==> src/hdl/sbom_pkg.sv <==
// ----------------------------------------------------------------------------
// sbom_pkg
// Shared types, codes and window helpers for the breakpoint overlap matcher.
// ----------------------------------------------------------------------------
package sbom_pkg;

   localparam int POS_W  = 31;
   localparam int WIN_W  = 32;
   localparam int TOL_W  = 20;
   localparam int CHR_W  = 8;
   localparam int FUNC_W = 2;
   localparam int STAT_W = 2;
   localparam int MASK_W = 4;

   localparam logic [FUNC_W-1:0] FUNC_LOAD    = 2'd0;
   localparam logic [FUNC_W-1:0] FUNC_COMPARE = 2'd1;
   localparam logic [FUNC_W-1:0] FUNC_READ    = 2'd2;
   localparam logic [FUNC_W-1:0] FUNC_CLEAR   = 2'd3;

   localparam logic [STAT_W-1:0] STAT_OK    = 2'd0;
   localparam logic [STAT_W-1:0] STAT_FULL  = 2'd1;
   localparam logic [STAT_W-1:0] STAT_RANGE = 2'd2;

   typedef enum logic [1:0] {
      ST_IDLE,
      ST_SCAN,
      ST_DRAIN,
      ST_READ
   } state_type;

   typedef struct packed {
      logic [WIN_W-1:0] lo;
      logic [WIN_W-1:0] hi;
   } win_type;

   typedef struct packed {
      logic             kind;
      logic [CHR_W-1:0] chrom_b;
      logic [CHR_W-1:0] chrom_a;
      logic [POS_W-1:0] start_a;
      logic [POS_W-1:0] end_a;
      logic [POS_W-1:0] start_b;
      logic [POS_W-1:0] end_b;
   } rec_type;

   typedef struct packed {
      logic              region;
      logic [MASK_W-1:0] mask;
   } hit_type;

   // Record side of a compare: chromosomes and flags that travel with windows.
   typedef struct packed {
      logic             kind;
      logic [CHR_W-1:0] chrom_a;
      logic [CHR_W-1:0] chrom_b;
      logic             neq_a;
      logic             neq_b;
   } side_type;

   function automatic logic spans_meet(input win_type a, input win_type b);
      return (a.lo >= b.lo && a.lo <= b.hi) || (b.hi >= a.lo && b.hi <= a.hi) ||
             (b.lo >= a.lo && b.lo <= a.hi) || (a.hi >= b.lo && a.hi <= b.hi);
   endfunction

endpackage

==> src/hdl/sbom_match.sv <==
// ----------------------------------------------------------------------------
// sbom_match
// Overlap decision of one user record against one stored record.
// ----------------------------------------------------------------------------
module sbom_match
   import sbom_pkg::*;
(
   input  side_type usr,
   input  win_type  usr_win [4],
   input  side_type ben,
   input  win_type  ben_win [4],
   output hit_type  usr_hit,
   output hit_type  ben_hit
);

   // 0 none, 1 stored first end, 2 stored second end
   function automatic logic [1:0] end_hit(input win_type u, input win_type s,
                                          input win_type e, input logic neq);
      if (spans_meet(u, s)) begin
         return 2'd1;
      end
      if (neq && spans_meet(u, e)) begin
         return 2'd2;
      end
      return 2'd0;
   endfunction

   win_type     reg_win;
   logic        hit_first, hit_second;
   logic        sel_a [2];
   logic        sel_b [2];
   logic        ok    [2];
   logic [1:0]  r_s   [2];
   logic [1:0]  r_e   [2];
   logic [CHR_W-1:0] uc [2];
   logic        uneq  [2];

   always_comb begin
      reg_win.lo = usr_win[0].lo;
      reg_win.hi = usr_win[1].hi;
      usr_hit = '0;
      ben_hit = '0;
      hit_first  = usr.chrom_a != '0 && usr.chrom_a == ben.chrom_a &&
                   spans_meet(reg_win, '{lo: ben_win[0].lo, hi: ben_win[1].hi});
      hit_second = !hit_first && ben.kind && usr.chrom_a != '0 &&
                   usr.chrom_a == ben.chrom_b &&
                   spans_meet(reg_win, '{lo: ben_win[2].lo, hi: ben_win[3].hi});
      uc[0] = usr.chrom_a;  uneq[0] = usr.neq_a;
      uc[1] = usr.chrom_b;  uneq[1] = usr.neq_b;
      for (int k = 0; k < 2; k++) begin
         sel_a[k] = uc[k] == ben.chrom_a;
         sel_b[k] = !sel_a[k] && uc[k] == ben.chrom_b;
         ok[k]    = uc[k] != '0 && (sel_a[k] || sel_b[k]);
         if (sel_a[k]) begin
            r_s[k] = end_hit(usr_win[2*k], ben_win[0], ben_win[1], ben.neq_a);
            r_e[k] = end_hit(usr_win[2*k+1], ben_win[0], ben_win[1], ben.neq_a);
         end else begin
            r_s[k] = end_hit(usr_win[2*k], ben_win[2], ben_win[3], ben.neq_b);
            r_e[k] = end_hit(usr_win[2*k+1], ben_win[2], ben_win[3], ben.neq_b);
         end
         if (!ok[k]) begin
            r_s[k] = 2'd0;
         end
         if (!ok[k] || !uneq[k]) begin
            r_e[k] = 2'd0;
         end
      end
      if (!usr.kind) begin
         usr_hit.region = hit_first || hit_second;
         ben_hit.region = hit_first || hit_second;
      end else begin
         for (int k = 0; k < 2; k++) begin
            usr_hit.mask[2*k]   = r_s[k] != 2'd0;
            usr_hit.mask[2*k+1] = r_e[k] != 2'd0;
            if (sel_a[k]) begin
               ben_hit.mask[0] = ben_hit.mask[0] | r_s[k] == 2'd1 | r_e[k] == 2'd1;
               ben_hit.mask[1] = ben_hit.mask[1] | r_s[k] == 2'd2 | r_e[k] == 2'd2;
            end else begin
               ben_hit.mask[2] = ben_hit.mask[2] | r_s[k] == 2'd1 | r_e[k] == 2'd1;
               ben_hit.mask[3] = ben_hit.mask[3] | r_s[k] == 2'd2 | r_e[k] == 2'd2;
            end
         end
      end
   end

endmodule

==> config.mk <==
export PLATFORM = sky130hd
export DESIGN_NAME = sbom_match
export DESIGN_NICKNAME = d
export VERILOG_FILES = /design/src/hdl/sbom_pkg.sv /design/src/hdl/sbom_match.sv
export SDC_FILE = /design/constraint.sdc
export NUM_CORES = 2
export LEC_CHECK = 0
export ABC_AREA = 1
export BUFFER_PORTS_ARGS = -buffer_cell sky130_fd_sc_hd__buf_4
export CAP_MARGIN = 20
export CORE_ASPECT_RATIO = 0.7
export CORE_MARGIN = 10
export CORE_UTILIZATION = 55
export DETAILED_ROUTE_END_ITERATION = 12
export PLACE_DENSITY_LB_ADDON = 0.1
export SLEW_MARGIN = 25
export SYNTH_ARGS = -nofsm -noshare
export SYNTH_HDL_FRONTEND = slang
export SYNTH_SLANG_ARGS = --single-unit
==> constraint.sdc <==
create_clock -name vclk -period 2.9
set_input_delay 0.29 -clock vclk [all_inputs]
set_output_delay 0.29 -clock vclk [all_outputs]
set_load 0.02 [all_outputs]
Word-level counts from Yosys, hierarchy flattened
Cells that the tools add are included.
Storage, ports and cells
  output and inout bits: 10
  register bits after elaboration: 0
  word-level logic and storage cells: 401
  input port bits: 550
Cells by class
  bitwise logic cells: 10
  multiplexer cells: 89
  equality and inequality tests: 12
  reduce and logical (&&, ||, !) cells: 162
  magnitude comparators: 128
Operators by type and width (count)
  $ge A32 B32 Y1: 64
  $le A32 B32 Y1: 64
  $mux W2: 46
  $logic_and A1 B1 Y1: 90
  $logic_or A1 B1 Y1: 59
  $mux W1: 41
  $eq A8 B8 Y1: 4
  $reduce_bool A8 Y1: 2
  $or A1 B1 Y1: 10
  $eq A2 B1 Y1 const B: 4
  $eq A2 B2 Y1 const B: 4
  $mux W4: 2
  $reduce_bool A2 Y1: 4
  $logic_not A1 Y1: 7

Longest topological paths before layout
  depth in word-level cells: 21
  gate-level depth with buffers: 23
  mapped depth without buffers: 23

Worst setup path before layout
No wires, ideal clock.
  path type: in2out
  start point: input port usr_win[255] (netlist name)
  end point: output port usr_hit[4] (netlist name)
  slack: 361 ps
  data arrival time: 2249 ps
  data required time: 2610 ps
  cell stages on the path: 13
  path buffers: 1
  cells stage by stage: inv_1 -> ha_1 -> nand2_1 -> nor2_1 -> nand4_1 -> nor4_1 -> nand4_1 -> nand3_1 -> o21ai_0 -> o21ai_0 -> nand2_1 -> a21oi_1 -> buf_4
RTL lines
  start, declared: line sbom_match.sv:9  | input win_type usr_win [4],
  end, declared: line sbom_match.sv:12  | output hit_type usr_hit,

==> flow_metrics.tcl <==
set metrics [dict create \
    status "complete, but fails checks" \
    violations "negative setup slack" \
    synth-compound-area-share_pct 15.5 \
    finalHoldViolCount 0 \
    p_per_area_nw_per_um2 178 \
    port_buffers 560 \
    syn_area_per_cell_um2 6.70 \
    period_needed_ps 3660 \
    detail-route-antenna-nets 0 \
    synthCells 7295 \
    dr_wl_met2_mm 101 \
    place_congestion 1.22 \
    drt_iter0_drc 9390 \
    final_common_cell "ha_1" \
    multi_input_area_um2 47200 \
    area_delta_synth_final_pct 37.8 \
    synth_area_leader_cell "ha_1" \
    rsz0062_at_grt "yes" \
    grt_overflow 0 \
    avgViaCountPerCell 6.43 \
    die_area_um2 101000 \
    fp.dieW_um 376 \
    grt_pass1_vias 62060 \
    cp_slowest_cell "nor3_1" \
    crit_chain "buf_4 > clkinvlp_4 > buf_4 > ha_1 > a21oi_1 > o21ai_0 > nand2_1 > a21oi_1 > nor3_1 > nand3_1 > nand2_1 > nand2_4 > nand2_1 > nand2_1 > nand4_1 > nand2_2 > nand2_2 > a21oi_2 > buf_4 > buf_6" \
    synth_top_family_by_area "adder cells" \
    yosys.area.top_type_share_pct 52.5 \
    max_freq_mhz 273 \
    netlist_area_um2 48900 \
    grt.total_usage_pct 50.3 \
    cp_slowest_stage_delay_ps 410 \
    dr_wl_met3_mm 56.5 \
    seq_cells 0 \
    nNetsFinal 11643 \
    cp_data_required_time_ps 2610 \
    top_layer_used "met5" \
    start_util_pct 55.4 \
    postPlaceCellArea_um2 64500 \
    final_cell_area_um2 67300 \
    cp-endpoint "ben_hit[1]" \
    num_rows 91 \
    crit_start "ben_win[179]" \
    drc 0 \
    layout_setup_ws_ps -757 \
    synthMuxAreaShare_pct 0 \
    post-route-util_pct 76.4 \
    yosysWarnings 0 \
    worst-path-max-fanout 3 \
    first_pass_iters 10 \
    worst_pin_slew_ps 574 \
    worstSetupPathType "input pin to output port" \
    seqCellArea_um2 0 \
    synth.area.top_cells "ha_1 52%, nand2_1 14%, a21oi_1 9.8%" \
    grt_max_degree 10 \
    fillers 6722 \
    grt_pass1_wl_mm 383 \
    worst_ep_arrival_time_ps 3370 \
    relSlewSlack_pct 61.5 \
    syn-num-nets 9893 \
    irDropWorstVdd_v 0.000175 \
    wirelength_mm 277 \
    final_max_slew_viol_count 0 \
    cp-end-kind "output port" \
    coreArea_um2 88100 \
    wl_per_cell_um 27.0 \
    hp-class "input pin to output port" \
    die_h_um 269 \
    leakagePower_nw 38.6 \
    mostFrequentLayoutCells "2013 x ha_1, 1771 x nand2_1, 1562 x buf_4, 925 x a21oi_1, 834 x inv_1" \
    vias 65978 \
    path_common_cell "nand2_1" \
    synth_xor_area_share_pct 0.466 \
    cp-start-kind "input pin" \
    synth_fa_ha_area_share_pct 52.5 \
    ios 560 \
    finalCritPeriodShare_pct 126 \
    layout-drive-gt1-share_pct 23.4 \
    antenna_found_initial 60 \
    drv_cap 0 \
    wl_met1_mm 100 \
    n_clock_buffer 0 \
    cts_hold_buf 0 \
    ys_types 41 \
    hpwl_mm 239 \
    ys_seq_area_share_pct 0 \
    synthSimpleGateAreaFrac_pct 24.7 \
    setup_viol 10 \
]
==> timing repair <==
item	CTS	global route
resized for setup	248	203
pin swaps	112	105
setup buffers	42	43
endpoints found under the setup margin	10	10
cloned	0	0
==> cells in the mapped netlist, drive strengths merged (34+ instances only) <==
master	count
nand3	188
inv	885
nor3	88
nor2	535
o21bai	35
o21ai	292
ha	2048
nor4	38
a21oi	956
a21o	34
nand4	177
nand2	1851
o21a	81
==> per-layer routing <==
layer,vias up,GRT usage [%]
met4,60,27.0
met3,1439,30.0
met5,-,2.61
met2,5452,66.8
li1,29020,-
met1,30007,61.6
==> cell type report <==
cell class | instances | area share (%)
Timing Repair Buffer | 1750 | 22.4
Multi-Input combinational cell | 6407 | 70.0
Inverter | 886 | 5.14
Antenna cell | 59 | 0.219
Tap cell | 1162 | 2.16
==> cells by family (layout without fill, tap and decap cells) <==
logic type               Yosys count  count (layout)
AND/OR/NAND/NOR                 2909            2909
adder cells (fa/ha/maj)         2048            2048
AO/OA/AOI/OAI                   1424            1424
buffers and inverters            888            2636
XOR/XNOR                          26              26
other                              0              59
==> critical path, delay by kind of cell <==
family | cells | cell delay, ps
adder cells (fa/ha/maj) | 1 | 290
buffers and inverters | 5 | 790
AO/OA/AOI/OAI | 4 | 390
AND/OR/NAND/NOR | 10 | 1580
==> how the worst min path moves through the flow <==
stage / start / end / slack [ps] / depth (start not counted)
after CTS: ben[18] / usr_hit[4] / 1110 / 5
after floorplan: ben[18] / ben_hit[4] / 790 / 2
final: ben[18] / usr_hit[4] / 1090 / 5
after global routing: ben[18] / usr_hit[4] / 1120 / 5
after detailed placement: ben[18] / usr_hit[4] / 1110 / 5
after global placement: ben[18] / usr_hit[4] / 1110 / 5
==> power by group <==
part	internal, W	leakage [nW]	switching, W
clock	0.00000000177	0.000377	0
combinational	0.00483	38.6	0.00713
sequential	0	0	0
total	0.00483	38.6	0.00713
==> metrics by stage <==
step | hold slack, ps | setup WS (ps) | instances | TNS, ps | total power, W
after floorplan | 790 | 361 | 7295 | 0 | 0.00514
after global placement | 1110 | -1230 | 10122 | -8490 | 0.0101
after detailed placement | 1110 | -1210 | 10122 | -8530 | 0.0106
after CTS | 1110 | -502 | 10163 | -4410 | 0.0109
after global routing | 1120 | -779 | 10237 | -6060 | 0.0127
final | 1090 | -757 | 10264 | -6160 | 0.0120
Note: power is estimated with default switching activity, not from simulation.
