[src/hdl/sbom_pkg.sv]
// ----------------------------------------------------------------------------
// sbom_pkg
// Shared types, codes and window helpers for the breakpoint overlap matcher.
// ----------------------------------------------------------------------------
package sbom_pkg;

   localparam int POS_W  = 31;
   localparam int WIN_W  = 32;
   localparam int TOL_W  = 20;
   localparam int CHR_W  = 8;
   localparam int FUNC_W = 2;
   localparam int STAT_W = 2;
   localparam int MASK_W = 4;

   localparam logic [FUNC_W-1:0] FUNC_LOAD    = 2'd0;
   localparam logic [FUNC_W-1:0] FUNC_COMPARE = 2'd1;
   localparam logic [FUNC_W-1:0] FUNC_READ    = 2'd2;
   localparam logic [FUNC_W-1:0] FUNC_CLEAR   = 2'd3;

   localparam logic [STAT_W-1:0] STAT_OK    = 2'd0;
   localparam logic [STAT_W-1:0] STAT_FULL  = 2'd1;
   localparam logic [STAT_W-1:0] STAT_RANGE = 2'd2;

   typedef enum logic [1:0] {
      ST_IDLE,
      ST_SCAN,
      ST_DRAIN,
      ST_READ
   } state_type;

   typedef struct packed {
      logic [WIN_W-1:0] lo;
      logic [WIN_W-1:0] hi;
   } win_type;

   typedef struct packed {
      logic             kind;
      logic [CHR_W-1:0] chrom_b;
      logic [CHR_W-1:0] chrom_a;
      logic [POS_W-1:0] start_a;
      logic [POS_W-1:0] end_a;
      logic [POS_W-1:0] start_b;
      logic [POS_W-1:0] end_b;
   } rec_type;

   typedef struct packed {
      logic              region;
      logic [MASK_W-1:0] mask;
   } hit_type;

   // Record side of a compare: chromosomes and flags that travel with windows.
   typedef struct packed {
      logic             kind;
      logic [CHR_W-1:0] chrom_a;
      logic [CHR_W-1:0] chrom_b;
      logic             neq_a;
      logic             neq_b;
   } side_type;

   function automatic logic spans_meet(input win_type a, input win_type b);
      return (a.lo >= b.lo && a.lo <= b.hi) || (b.hi >= a.lo && b.hi <= a.hi) ||
             (b.lo >= a.lo && b.lo <= a.hi) || (a.hi >= b.lo && a.hi <= b.hi);
   endfunction

endpackage

[src/hdl/sbom_win_cell.sv]
// ----------------------------------------------------------------------------
// sbom_win_cell
// Registered tolerance window of one position, clamped below at 1.
// ----------------------------------------------------------------------------
module sbom_win_cell
   import sbom_pkg::*;
(
   input  logic             clock,
   input  logic             load,
   input  logic [POS_W-1:0] pos,
   input  logic [TOL_W-1:0] tol,
   output win_type          win
);

   win_type win_ff, win_in;
   logic [WIN_W-1:0] pos_w, tol_w;

   always_comb begin
      pos_w = WIN_W'(pos);
      tol_w = WIN_W'(tol);
      win_in.lo = (pos_w > tol_w) ? pos_w - tol_w : WIN_W'(1);
      win_in.hi = pos_w + tol_w;
   end

   always_ff @(posedge clock) begin
      if (load) begin
         win_ff <= win_in;
      end
   end

   assign win = win_ff;

endmodule

[config.mk]
export PLATFORM = sky130hd
export DESIGN_NAME = sbom_win_cell
export DESIGN_NICKNAME = d
export VERILOG_FILES = /design/src/hdl/sbom_pkg.sv /design/src/hdl/sbom_win_cell.sv
export SDC_FILE = /design/constraint.sdc
export NUM_CORES = 1
export LEC_CHECK = 0
export ABC_AREA = 1
export BUFFER_PORTS_ARGS = -buffer_cell sky130_fd_sc_hd__buf_2
export CORE_MARGIN = 2
export CORE_UTILIZATION = 40
export CTS_BUF_LIST = sky130_fd_sc_hd__clkbuf_4 sky130_fd_sc_hd__clkbuf_8
export DETAILED_ROUTE_END_ITERATION = 10
export PLACE_DENSITY_LB_ADDON = 0.25
export SLEW_MARGIN = 20
export SYNTH_ARGS = -nofsm -noshare
export SYNTH_HDL_FRONTEND = slang
export SYNTH_SLANG_ARGS = --single-unit
[constraint.sdc]
create_clock -name clock -period 1.5 [get_ports clock]
set_input_delay 0.075 -clock clock [delete_from_list [all_inputs] [get_ports clock]]
set_output_delay 0.075 -clock clock [all_outputs]
set_load 0.01 [all_outputs]
### Word level (Yosys, flattened, before mapping)

Cells that the tools add are included.

* latch bits: 0
* bits in writable memories: 0
* output and inout port bits: 64
* flip-flop bits (word level): 64
* memories kept: 0
* bits in read-only memories: 0

* shift operators: 0
* equality and inequality tests: 0
* add/subtract/negate cells: 2
* div/mod/pow operators: 0
* reductions and logical operators: 0
* $lt $le $gt $ge: 1
* mux-type cells: 0
* bitwise operators: 0
* multiply operators: 0

Operator list (number)
* adder 31 x 20 -> 32 bit: 1
* subtractor 31 x 20 -> 32 bit: 1
* > comparator 31 x 20 -> 1 bit: 1

### Longest topological paths before layout

Gate-level depths: netlist (run 1).

* word-level depth: 1
* mapped depth: 15
* gate-level depth less buffers: 14

### Worst setup path after synthesis (run 1)

Ideal clock, no wire load.

* path type: input -> register
* start: input port pos[0]
* end: register win_ff, in the netlist win[32], data pin
* setup slack: -0.157 ns
* buffers on the path: 0
* stages on the path: 11
* library setup time: 0.258 ns
* arrival time: 1.399 ns
* cells stage by stage: inv_1 -> ha_1 -> fa_1 -> nor2_1 -> o21ai_2 -> nand2_4 -> nand2_2 -> nand3_1 -> nand2_1 -> nand2_2 -> nand2_1

* word-level cells in the longest chain between the ends: 1
* elaborated cells between the ends (all ways): 2
* classes of those cells: 1 x add/sub; 1 x order compare

Ends and longest elaborated chain
* from (decl): line sbom_win_cell.sv:10 `input logic [POS_W-1:0] pos,`
* subtractor 31 x 20 -> 32 bit / > comparator 31 x 20 -> 1 bit (equally long branches): line sbom_win_cell.sv:21 `win_in.lo = (pos_w > tol_w) ? pos_w - tol_w : WIN_W'(1);`
* to (signal assigned): line sbom_win_cell.sv:27 `win_ff <= win_in;`
* to (decl): line sbom_win_cell.sv:15 `win_type win_ff, win_in;`

Parallel ways exist; a longest one is shown, timed or not.
A chain may end at the register's enable or synchronous reset.

### Final worst setup path (run 1)

* start: input port tol[11]
* end: register win_ff, in the netlist win[45], data pin

* word-level cells in the longest chain between the ends: 1
* elaborated cells between the ends (all ways): 2
* classes of those cells: 1 x add/sub; 1 x order compare

Ends and longest elaborated chain
* from (decl): line sbom_win_cell.sv:11 `input logic [TOL_W-1:0] tol,`
* subtractor 31 x 20 -> 32 bit / > comparator 31 x 20 -> 1 bit (equally long branches): line sbom_win_cell.sv:21

Parallel ways exist; a longest one is shown, timed or not.

==> flow_metrics.py, run 1 <==
metrics = {
    "clock_network": {
        "cts_tree": "yes",
        "cts-root-buf": "clkbuf_8",
        "clock_sinks": 64,
        "h-tree-depth": 3,
        "numCtsBuffers": 9,
        "path_clk_slew_ps": 80,
        "cts_hold_buffers": 0,
        "clockBufferDepth": 2,
    },
    "yosys": {
        "synth_edf_count": 64,
        "synth_top_family_by_area": "simple AND/OR/NAND/NOR gates",
        "synthTopCellsByArea": "edfxtp_1 31%, nand2_1 18%, inv_1 11%",
        "yosys.area_share.simple_pct": 35.73,
        "synth-seq-cells": 64,
        "synth-xor-area-share_pct": 2.865,
        "ys_async_sr_fraction_pct": 0,
        "synth_warnings": 0,
        "yosys.area.top_type_share_pct": 31.43,
        "yosysMostFrequentCell": "nand2_1",
        "synth_nets": 996,
        "netlist_area_um2": 6115,
        "synth_cells": 901,
        "synthMuxAreaShare_pct": 0,
        "synth-compound-area-share_pct": 7.592,
        "synth_common_cells": "300 x nand2_1, 180 x inv_1, 66 x nor2_1",
        "synthFlopType": "edfxtp_1",
        "yosysSeqAreaShare_pct": 31.43,
        "syn_area_per_cell_um2": 6.786,
        "synth_fa_ha_area_share_pct": 8.840,
        "synth_area_leader_cell": "edfxtp_1",
        "synth_cell_types": 38,
    },
    "sta": {
        "timing_hold_violations_final": 0,
        "setup_viol": 0,
        "max_freq_mhz": 690.3,
        "drv_slew": 0,
        "rsz0062_at_grt": "yes",
        "relSlewSlack_pct": 75.02,
        "setup_tns_ps": 0,
        "fin_crit_sh_pct": 96.58,
        "tightestPinTransition_ps": 371.8,
        "period_needed_ps": 1449,
    },
    "die": {
        "rows": 45,
        "die_h_um": 127.6,
        "die-width_um": 127.6,
        "coreArea_um2": 15090,
        "pin_count": 117,
        "die_area_um2": 16290,
        "start_util_pct": 40.52,
    },
    "worst_hold_path": {
        "hp-class": "input port to register",
        "worstHoldPathCells": 3,
        "min_from": "pos[30]",
        "min_to": "win[30]",
    },
    "worst_setup_path": {
        "crit_required_ps": 1620,
        "cp-start-kind": "input port",
        "cp-end-kind": "register",
        "critPathKind": "input port to register",
        "path_max_fanout": 7,
        "cp.arrival_ps": 1570,
    },
    "layout": {
        "final_area_um2": 9066,
        "antenna_cells": 0,
        "largest_reg_flops": 64,
        "syn2layout_area_growth_pct": 48.27,
        "fin_util_pct": 60.08,
        "num-nets-final": 1294,
        "final_cells": 1391,
        "drive_above_1_share_pct": 41.40,
        "num-fill-cells": 1432,
    },
    "power": {
        "clockPowerShare_pct": 20.9,
        "internal-power_mw": 4.142,
        "p_comb_share_pct": 43.4,
        "swShare_pct": 36.25,
        "p_switching_mw": 2.355,
        "p_per_area_nw_per_um2": 716.7,
        "peakVddDrop_mv": 0.3950,
        "p_seq_share_pct": 35.7,
        "p_leak_nw": 4.751,
    },
    "routing": {
        "drt-initial-drc-count": 476,
        "vias": 6682,
        "final_antenna_net_count": 0,
        "dr.pass1.iters": 5,
        "wl_per_cell_um": 14.83,
        "totalWireLength_mm": 20.63,
        "viasPerCell": 4.804,
        "drc": 0,
    },
    "grt": {
        "grtUsageTotal_pct": 25.35,
        "antenna_found_initial": 0,
        "grt_pass1_vias": 6130,
        "grt_max_degree": 65,
        "grt_overflow": 0,
        "grt_pass1_wl_mm": 30.95,
    },
    "placed_design": {
        "placedCellCount": 1370,
        "dp_hpwl_mm": 16.97,
        "postPlaceCellArea_um2": 8489,
        "globalplace.congestion": 0.9824,
        "io_buffers": 116,
    },
    "job": {
        "drv_cap": 0,
    },
    "outcome": {
        "status": "complete, no violations",
    },
}
[logic make-up (layout without fill, tap and decap cells)]
family / count (synthesis) / count (layout)
flip-flops: 64 / 64
buffers and inverters: 200 / 502
adder cells (fa/ha/maj): 42 / 42
AO/OA/AOI/OAI: 74 / 74
XOR/XNOR: 20 / 20
AND/OR/NAND/NOR: 501 / 501
[area by class of cell]
cell class                 count  area (um^2)  area share (%)
clock buffer                  11        138.9           1.532
clock inverter                 4        22.52          0.2484
inverter                     187        719.4           7.935
multi-input combinational    637         3951           43.58
sequential                    64         1922           21.20
tap                          188        235.2           2.595
timing repair buffer         300         2077           22.91
[per-layer routing]
metal  vias up  wire length (um)  GRT usage, %
met5         -                 0             0
met2       221              9806         41.99
li1       3397                 -             -
met3        27              1424         3.811
met1      3037              8974         34.33
met4         0               425         7.628
[worst max path at each step]
stage	slack (ps)	to	depth (start not counted)	startpoint
2_1_floorplan	-30	win[34]	14	tol[9]
3_3_place_gp	-420	win[29]	10	pos[16]
3_5_place_dp	-440	win[19]	12	tol[8]
4_1_cts	10	win[28]	11	pos[0]
5_1_grt	-40	win[28]	12	tol[6]
6_report	50	win[45]	15	tol[11]
[per-stage QoR]
| stage | total power [mW] | hold slack (ps) | worst slack, ps |
|---|---|---|---|
| floorplan | 3.702 | 187.5 | -29.55 |
| global placement | 4.946 | 473.2 | -422.6 |
| detailed placement | 4.964 | 482.9 | -435.3 |
| CTS | 6.356 | 85.59 | 10.59 |
| global route | 6.871 | 120.0 | -43.37 |
| finish | 6.498 | 114.4 | 51.29 |
[cell usage in the layout (no fill, tap or decap), types with 4 or more instances in the layout]
cell type  count
a21oi_1       17
a21oi_2       27
buf_12         6
buf_2        112
buf_4        177
clkbuf_8       9
edfxtp_1      64
ha_1          20
ha_4          19
inv_1        161
inv_2         24
nand2_1      264
nand2_2       43
nand2_4       10
nand3_1       57
nand3_2        7
nand4_1       14
nor2_1        51
nor2_2        22
nor2_4         9
nor3_1         8
nor3_2         5
o21ai_0        4
o21ai_1        7
o21ai_2        4
xor2_1        17
[timing repair]
action	in CTS	in global routing
gates resized for setup	6	105
buffers inserted	1	5
pin swaps	2	26
setup endpoints to repair	5	53
[power by group through the flow]
stage	Sequential (mW)	Clock (mW)	Combinational, mW
after floorplan	2.49	0	1.21
after global placement	2.36	0	2.59
after detailed placement	2.36	0	2.61
after CTS	2.32	1.38	2.65
after global routing	2.34	1.46	3.07
final	2.32	1.36	2.82
[critical path, cell delays in order]
cell     delay, ps
buf_4          130
inv_2           60
ha_4           220
buf_4          140
nand2_4         80
inv_2           30
nand2_1         60
nand2_2         70
nand2_1         70
nand2_2         90
nand2_4        110
nand4_4        110
nand2_4        110
buf_8          150
a21oi_2         50
No activity file was read; power rests on OpenSTA's default activity.
==> inputs of run 2 (changes only) <==
Settings changed: CELL_PAD_IN_SITES_DETAIL_PLACEMENT set to 1, CELL_PAD_IN_SITES_GLOBAL_PLACEMENT set to 1, CORE_UTILIZATION 40 to 37.
==> run 2 against run 1 <==
  * Highest routed layer unchanged
  * Final cell count increased by 2.9%
  * Flip-flop and latch count did not move
  * Global-route usage is 3.0 points higher
  * Clock power is 17% higher
  * Critical endpoint is now win[59]
  * The flow now finishes with violations (negative setup slack)
  * Largest power group unchanged
  * Worst hold slack worse by 2.1 ps
==> flow_metrics.py, run 2 (same netlist as run 1, synthesis figures left out) <==
metrics = {
    "outcome": {
        "status": "complete, but fails checks",
        "violations": "negative setup slack",
    },
    "placed_design": {
        "postPlaceCellArea_um2": 8569,
        "globalplace.congestion": 0.8963,
        "pre_cts_slack_ps": -488.9,
        "io_buffers": 116,
        "dp_hpwl_mm": 20.45,
    },
    "layout": {
        "layout_commonest_cell": "nand2_1",
        "final_area_um2": 9364,
        "drive_above_1_share_pct": 42.39,
        "syn2layout_area_growth_pct": 53.14,
        "num-nets-final": 1305,
        "final_cell_mix": "266 x nand2_1, 184 x buf_4, 162 x inv_1",
        "fin_util_pct": 58.52,
        "antenna_cells": 0,
        "largest_reg_flops": 64,
    },
    "clock_network": {
        "numCtsBuffers": 9,
        "cts-root-buf": "clkbuf_8",
        "clock_sinks": 64,
        "cts_hold_buffers": 0,
        "h-tree-depth": 3,
        "path_clk_slew_ps": 80,
        "clockBufferDepth": 2,
        "cts_tree": "yes",
    },
    "routing": {
        "wl_per_cell_um": 18.17,
        "vias": 7157,
        "viasPerCell": 5.001,
        "totalWireLength_mm": 26.01,
        "dr.pass1.iters": 5,
        "final_antenna_net_count": 0,
        "drt-initial-drc-count": 498,
        "drc": 0,
    },
    "power": {
        "peakVddDrop_mv": 0.3839,
        "p_seq_share_pct": 33.3,
        "p_per_area_nw_per_um2": 742.0,
        "internal-power_mw": 4.361,
        "clockPowerShare_pct": 22.8,
        "swShare_pct": 37.24,
        "p_switching_mw": 2.587,
        "p_leak_nw": 4.877,
        "p_comb_share_pct": 43.8,
    },
    "sta": {
        "rsz0062_at_grt": "yes",
        "setup_viol": 22,
        "tightestPinTransition_ps": 406.4,
        "max_freq_mhz": 657.4,
        "drv_slew": 0,
        "holdWs_ps": 112.4,
        "relSlewSlack_pct": 72.67,
        "period_needed_ps": 1521,
        "timing_hold_violations_final": 0,
        "setup_tns_ps": -165.6,
        "fin_crit_sh_pct": 101.4,
        "setup_ws_ps": -21.08,
    },
    "grt": {
        "grt_max_degree": 65,
        "grt_overflow": 0,
        "grt_pass1_wl_mm": 38.27,
        "grtUsageTotal_pct": 28.38,
        "antenna_found_initial": 0,
        "grt_pass1_vias": 7323,
    },
    "job": {
        "drv_cap": 0,
    },
    "worst_setup_path": {
        "critPathKind": "input port to register",
        "cp-start-kind": "input port",
        "path_max_fanout": 4,
        "crit_required_ps": 1640,
        "cp-end-kind": "register",
        "cp.arrival_ps": 1660,
    },
    "die": {
        "start_util_pct": 38.22,
        "coreArea_um2": 16000,
        "die_area_um2": 17570,
        "die_h_um": 132.6,
        "rows": 46,
        "pin_count": 117,
        "die-width_um": 132.6,
    },
    "worst_hold_path": {
        "hp-class": "input port to register",
        "min_from": "pos[30]",
        "min_to": "win[30]",
        "worstHoldPathCells": 3,
    },
}
## run 2: changes by cell type in the layout (fill, tap and decap cells not counted), sizes merged
cell	before	now
buf	300	310
bufinv	0	1
clkinv	4	5
## run 2: layout make-up
class | count | area [um^2]
Timing Repair Buffer | 311 | 2191
Inverter | 187 | 721.9
Clock inverter | 6 | 60.06
Sequential cell | 64 | 1922
Clock buffer | 10 | 131.4
Multi-Input combinational cell | 637 | 4068
Tap cell | 216 | 270.3
Fill cell | 2094 | 6636
## run 2: worst max-delay path by stage
stage	startpoint	end	slack (ps)	cells past startpoint
floorplan	tol[9]	win[34]	-30	14
global placement	pos[8]	win[28]	-440	11
detailed placement	pos[18]	win[23]	-490	11
CTS	tol[5]	win[54]	3	15
global route	tol[14]	win[31]	-60	12
finish	tol[1]	win[59]	-20	10
## run 2: through the flow
stage	power [mW]	instances
2_1_floorplan	3.702	901
3_3_place_gp	4.993	1404
3_5_place_dp	5.083	1404
4_1_cts	6.712	1420
5_1_grt	7.301	1431
6_report	6.948	1431
## run 2: repair_timing
item,in CTS,in global routing
resized for setup,17,119
cloned,0,1
setup endpoints to repair,41,52
buffers inserted,0,11
pin swaps,3,45
## run 2: worst max-delay path, stage by stage
cell and delay, ps:
buf_2 100, inv_1 60, ha_4 290, buf_4 110, nand4_1 250, nor3_4 240
nand3_2 170, nand2_8 150, clkbuf_16 170, a21oi_2 30
## run 2: metal layers
layer / GRT usage, % / wire length [um]
met5: 0 / 0
met1: 35.94 / 11100
met4: 9.080 / 713
met3: 4.943 / 1528
met2: 49.08 / 12660
## run 2: power groups by stage
stage | Sequential, mW | Combinational [mW] | Clock [mW]
2_1_floorplan | 2.49 | 1.21 | 0
3_3_place_gp | 2.35 | 2.64 | 0
3_5_place_dp | 2.36 | 2.72 | 0
4_1_cts | 2.32 | 2.77 | 1.62
5_1_grt | 2.34 | 3.28 | 1.68
6_report | 2.32 | 3.05 | 1.59
